### src/rtl/fiews_pkg.sv
// shared constants for the frame interval moving mean and variance block
`default_nettype none

package fiews_pkg;

	// defaults for the top level parameters
	localparam int TIME_BITS_DEF     = 48;
	localparam int FRACTION_BITS_DEF = 8;

	// field widths fixed by the interface
	localparam int WEIGHT_W = 16;
	localparam int COUNT_W  = 32;
	localparam int MEAN_W   = 24;
	localparam int VAR_W    = 48;
	localparam int DT_W     = 16;
	localparam int DTF_W    = 32;

	// shared multiplier: signed operands, full width product
	localparam int MUL_W  = 33;
	localparam int PROD_W = 2 * MUL_W;

	// squared deviation stays below 2^60 for any fraction width of at least 4
	localparam int S_W     = 60;
	localparam int CHUNK_T = 30;
	// variance plus weighted square stays below 2^62
	localparam int SUM_W   = 62;
	localparam int CHUNK_V = 31;
	// accumulator for the split q16 products
	localparam int ACC_W   = 80;

	localparam logic [WEIGHT_W-1:0] WEIGHT_RESET = 16'd10879;
	localparam logic [WEIGHT_W:0]   ONE_Q16      = 17'd65536;
	localparam logic [ACC_W-1:0]    ROUND_Q16    = 80'd32768;
	localparam logic [MEAN_W-1:0]   MEAN_MAX     = {MEAN_W{1'b1}};
	localparam logic [VAR_W-1:0]    VAR_MAX      = {VAR_W{1'b1}};
	localparam logic [DT_W-1:0]     DT_MAX       = {DT_W{1'b1}};

endpackage

`default_nettype wire

### src/rtl/fiews_mul.sv
// shared signed multiplier with registered product
`default_nettype none

module fiews_mul (
	input  wire                                   clk,
	input  wire                                   en,
	input  wire  signed [fiews_pkg::MUL_W-1:0]    op_a,
	input  wire  signed [fiews_pkg::MUL_W-1:0]    op_b,
	output logic signed [fiews_pkg::PROD_W-1:0]   prod_q
);

	// product register, loaded only on steps that use the unit
	always_ff @(posedge clk) begin
		if (en) begin
			prod_q <= op_a * op_b;
		end
	end

endmodule

`default_nettype wire

### config.mk
export PLATFORM = sky130hd
export DESIGN_NAME = fiews_mul
export DESIGN_NICKNAME = d
export VERILOG_FILES = /design/src/rtl/fiews_pkg.sv /design/src/rtl/fiews_mul.sv
export SDC_FILE = /design/constraint.sdc
export NUM_CORES = 2
export LEC_CHECK = 0
export BUFFER_PORTS_ARGS = -buffer_cell sky130_fd_sc_hd__buf_2
export CELL_PAD_IN_SITES_DETAIL_PLACEMENT = 0
export CELL_PAD_IN_SITES_GLOBAL_PLACEMENT = 1
export CORE_ASPECT_RATIO = 0.5
export CORE_UTILIZATION = 50
export DETAILED_ROUTE_END_ITERATION = 8
export PLACE_DENSITY_LB_ADDON = 0.1
export SYNTH_ARGS = -nofsm -noshare
export SYNTH_HDL_FRONTEND = slang
export SYNTH_SLANG_ARGS = --single-unit
### constraint.sdc
create_clock -name clk -period 11.18 [get_ports clk]
set_input_delay 1.118 -clock clk [delete_from_list [all_inputs] [get_ports clk]]
set_output_delay 1.118 -clock clk [all_outputs]
set_load 0.01 [all_outputs]
# Word level (Yosys, flattened, before mapping)
# Index checks and enable logic that the tools add are counted.
[op_classes]
mul = 1
[ops]
columns = ["op", "n"]
rows = [
  ["multiplier 33 x 33 -> 66 bit", 1],
]
[totals]
out_inout_bits = 66
wordCells = 2
inputBits = 68
regBits = 66

# Logic depth before layout (Yosys ltp)
[logic_depth]
ltp_word = 1
ltp_mapped = 27
ltp_nobuf = 26

# Worst setup path after synthesis
# OpenSTA, ideal clock, no wires.
[synth_timing]
kind = "in2reg"
from = "in op_a[32] in the netlist's numbering"
to = "reg prod_q[62] in the netlist's numbering, data pin"
t_required_ns = 10.911
path_slack_ns = 2.697
path_buffers = 2
arrival_ns = 8.214
setup_ns = 0.269
stages = 23
path_cell_list = "clkbuf_1 > nand2_1 > inv_1 > fa_1 > fa_1 > fa_1 > fa_1 > fa_1 > fa_1 > fa_1 > inv_1 > fa_1 > inv_1 > ha_1 > clkbuf_1 > and3_1 > nand3_1 > nand2b_1 > a2111oi_4 > a211oi_4 > a21o_2 > a211oi_2 > a211oi_2"
[synth_between]
elab_chain_cells = 1
[synth_lines]
columns = ["element", "line", "source"]
rows = [
  ["start: declaration", "fiews_mul.sv:7", "input wire signed [fiews_pkg::MUL_W-1:0] op_a,"],
  ["multiplier 33 x 33 -> 66 bit", "fiews_mul.sv:15", "prod_q <= op_a * op_b;"],
  ["end signal: assignment", "fiews_mul.sv:15", ""],
  ["end: declaration", "fiews_mul.sv:9", "output logic signed [fiews_pkg::PROD_W-1:0] prod_q"],
]
# No other way between the ends.
# A chain may end at the register's enable or synchronous reset.

# Worst setup path in the final report
[layout_timing]
from = "in op_b[9] in the netlist's numbering"
to = "reg prod_q[60] in the netlist's numbering, data pin"
[layout_between]
elab_chain_cells = 1
[layout_lines]
columns = ["element", "line", "source"]
rows = [
  ["start: declaration", "fiews_mul.sv:8", "input wire signed [fiews_pkg::MUL_W-1:0] op_b,"],
  ["multiplier 33 x 33 -> 66 bit", "fiews_mul.sv:15", ""],
]
# No other way between the ends.

==> results.md <==
* Status: finished, final reports clean
* Post-synth cell types at 80
* Yosys reg bits at 66
* Met1 Track Usage GR at 36.8%
* CTS tree: done
* Area of the multi-input gates at between 30000 and 40000 sq um
* TNS Setup at 0 ps
* CTS H-tree lvls at 3
* Met2 GRT Util at 49.9%
* Starting density of the core at around half
* Required time worst endpoint at approximately 11000 ps
* Largest Register: prod_q
* Vias in the first global route at ~31000
* Syn avg cell area at around 9.5 sq um
* Number of I/O pins at around 130
* Largest regs: prod_q x66
* Endpoints failing hold at 0
* Rows at 74
* GRT Util Overall at between 20 and 30%
* Share of layout cells above drive strength 1 at 4.85%
* Clock sink count at 66
* Vias at between 20000 and 30000
* Fin. max-slew vios at 0
* Max Fanout on Critical Path at 33
* DRC viols at 0
* Final net count at between 5000 and 6000
* DRT iter0 DRCs at between 1500 and 2000
* Core ar. at between 80000 and 90000 sq um
* Mapped Cells at between 4000 and 5000
* Initial antenna violation count at 4
* Fmax at between 100 and 150 MHz
* Hpwl dp at between 90 and 100 mm
* Syn nets at roughly 5800
* Overflow after GRT at 0
* Die ar. at around 84000 sq um
* Final period util at between 80% and 90%
* Number of synthesis warnings at 0
* Post-synth top area share at a little under three fifths
* Max_cap viols at 0
* Worst-margin pin slew at ~1300 ps
* Die width at ~410 um
* Via density at 5.22
* Routed Antenna Nets at 0
* Post-CTS setup buffers at 0
* Buffers on Ports at 133
* Total CTS buffers at 9
* Sequential cell area fraction in the yosys report at 4.79%
* CTS clk-pin slew, worst paths at roughly 70 ps
* Largest net degree at the start of global routing at 63
* Gr busiest metal: met2
* Register area at approximately 2000 sq um
* Clock Tree Buf Depth at 2
* Post-CTS sizing at 0
* Met3 usage at about 3.8%
* WL per Instance at 21.0 um
* Number of synthesized flops with an enable pin at 66
* WS Path Type: in2reg
* Slew HR at between 10% and 20%
* Largest area contributor in the netlist: fa_1
* Largest register FFs at 66
* Synth Cell Area at between 40000 and 50000 sq um
* Die height at 205 um
* Synth Flop Type: edfxtp_1
* DRT Pass-1 Iters at 5
* Unrepaired setup endpoints after global routing: no
* First-pass GRT wire length at ~180 mm
* Number of fill cells at approximately 7700
* Largest cells by area after synthesis: fa_1 55%, inv_1 10%, and2_1 8.5%, ha_1 6.6%, nand2_1 5.0%
* Final WL at 113 mm
* Final min period at slightly below 10000 ps
* CTS Hold Buffers Added at 0
* Final setup violation count at 0
* Root Buffer: clkbuf_16
* Synth async-reset ratio at 0%
* Crit start category: primary input
* Area Overhead vs Synth at 3.98%
* Crit. End Element: flip-flop
* RD Place Congestion at between 0.8 and 0.9
* Hold WC Path Type: in2reg
* Worst EP arrival at about 10000 ps
## cells in the mapped netlist, drive strengths merged (3+ instances only)
cell type and n:
xnor2 43, a21o 38, a21boi 3, nor3 7
o21a 6, a211oi 11, ha 217, a21oi 61
xor2 25, nor4 3, nor2b 5, edfxtp 66
o21bai 11, a31oi 9, a221oi 3, o21ai 33
nand3 26, and2 563, and3 6, o211ai 5
or3 3, and4 5, clkbuf 208, buf 13
nand2 551, fa 1145, o31ai 7, nor2 68
or2 3, nand4 12, a211o 6, inv 1131
nand2b 12
## layer usage
metal  wire length (um)  up-vias
met5                 13        -
met1              46100    15100
met2              58600      647
met3               5260      136
li1                   -    12300
met4               3210        2
## logic make-up (layout without fill, tap and decap cells)
kind of cell    Yosys count  after routing  synth area share [%]
fa+ha+maj              1362           1362                  61.9
other cells               0              4                     0
compound gates          219            219                  4.00
xor+xnor                 68             68                  1.44
flops                    66             66                  4.79
simple gates           1271           1271                  15.5
buf+inv                1352           1302                  12.3
## stage by stage
| stage | std cells | util (%) | hold slack [ps] | setup slack [ps] | area, sq um |
|---|---|---|---|---|---|
| 6_report | 5394 | 52.6 | 1040 | 1270 | 43000 |
| 5_1_grt | 5390 | 52.6 | 1030 | 902 | 43000 |
| 4_1_cts | 5390 | 52.6 | 1040 | 1530 | 43000 |
| 3_5_place_dp | 5374 | 52.3 | 1420 | 1200 | 42800 |
| 3_3_place_gp | 5374 | 52.3 | 1410 | 1140 | 42800 |
| 2_1_floorplan | 4338 | - | 1230 | 2700 | 41400 |
## worst paths after layout
path / startpoint / endpoint / slack (ps) / depth (start not counted)
worst max-delay path: op_b[9] / prod_q[60] / 1270 / 22
worst min-delay path: en / prod_q[63] / 1040 / 1
## worst max-delay path, cell delays in order
cell      delay, ps
buf_2           650
nand2_1         320
fa_1            790
fa_1            550
fa_1            560
inv_1            50
fa_1            500
fa_1            650
fa_1            450
fa_1            490
inv_1            50
fa_1            470
inv_1            40
ha_1            430
nand3_1         260
nor2_1          340
nand2_1         190
nor3_1         1080
o311ai_4        470
nand3_2         260
a31oi_1         120
xnor2_1         140
## layout make-up
cell class              instances  area share (%)
multi-input cells            2920            79.7
inverters                    1131            9.86
flip-flops and latches         66            4.60
well taps                    1102            3.20
repair buffers                155            1.93
clock buffers                   9           0.523
clock inverters                 7           0.125
diodes                          4          0.0233
## layout by cell type (no fill, tap or decap), drive strengths merged, types with 7 or more instances in the layout
cell type / instances
fa: 1145
inv: 1133
and2: 563
nand2: 551
ha: 217
buf: 155
nor2: 68
edfxtp: 66
a21oi: 61
xnor2: 43
a21o: 38
o21ai: 33
nand3: 26
xor2: 25
nand2b: 12
nand4: 12
o21bai: 11
a211oi: 11
clkbuf: 9
a31oi: 9
nor3: 7
o31ai: 7
Power is left out: the tool's default activity adds up to more than one toggle a clock period on the data nets, which glitch-free logic cannot reach.
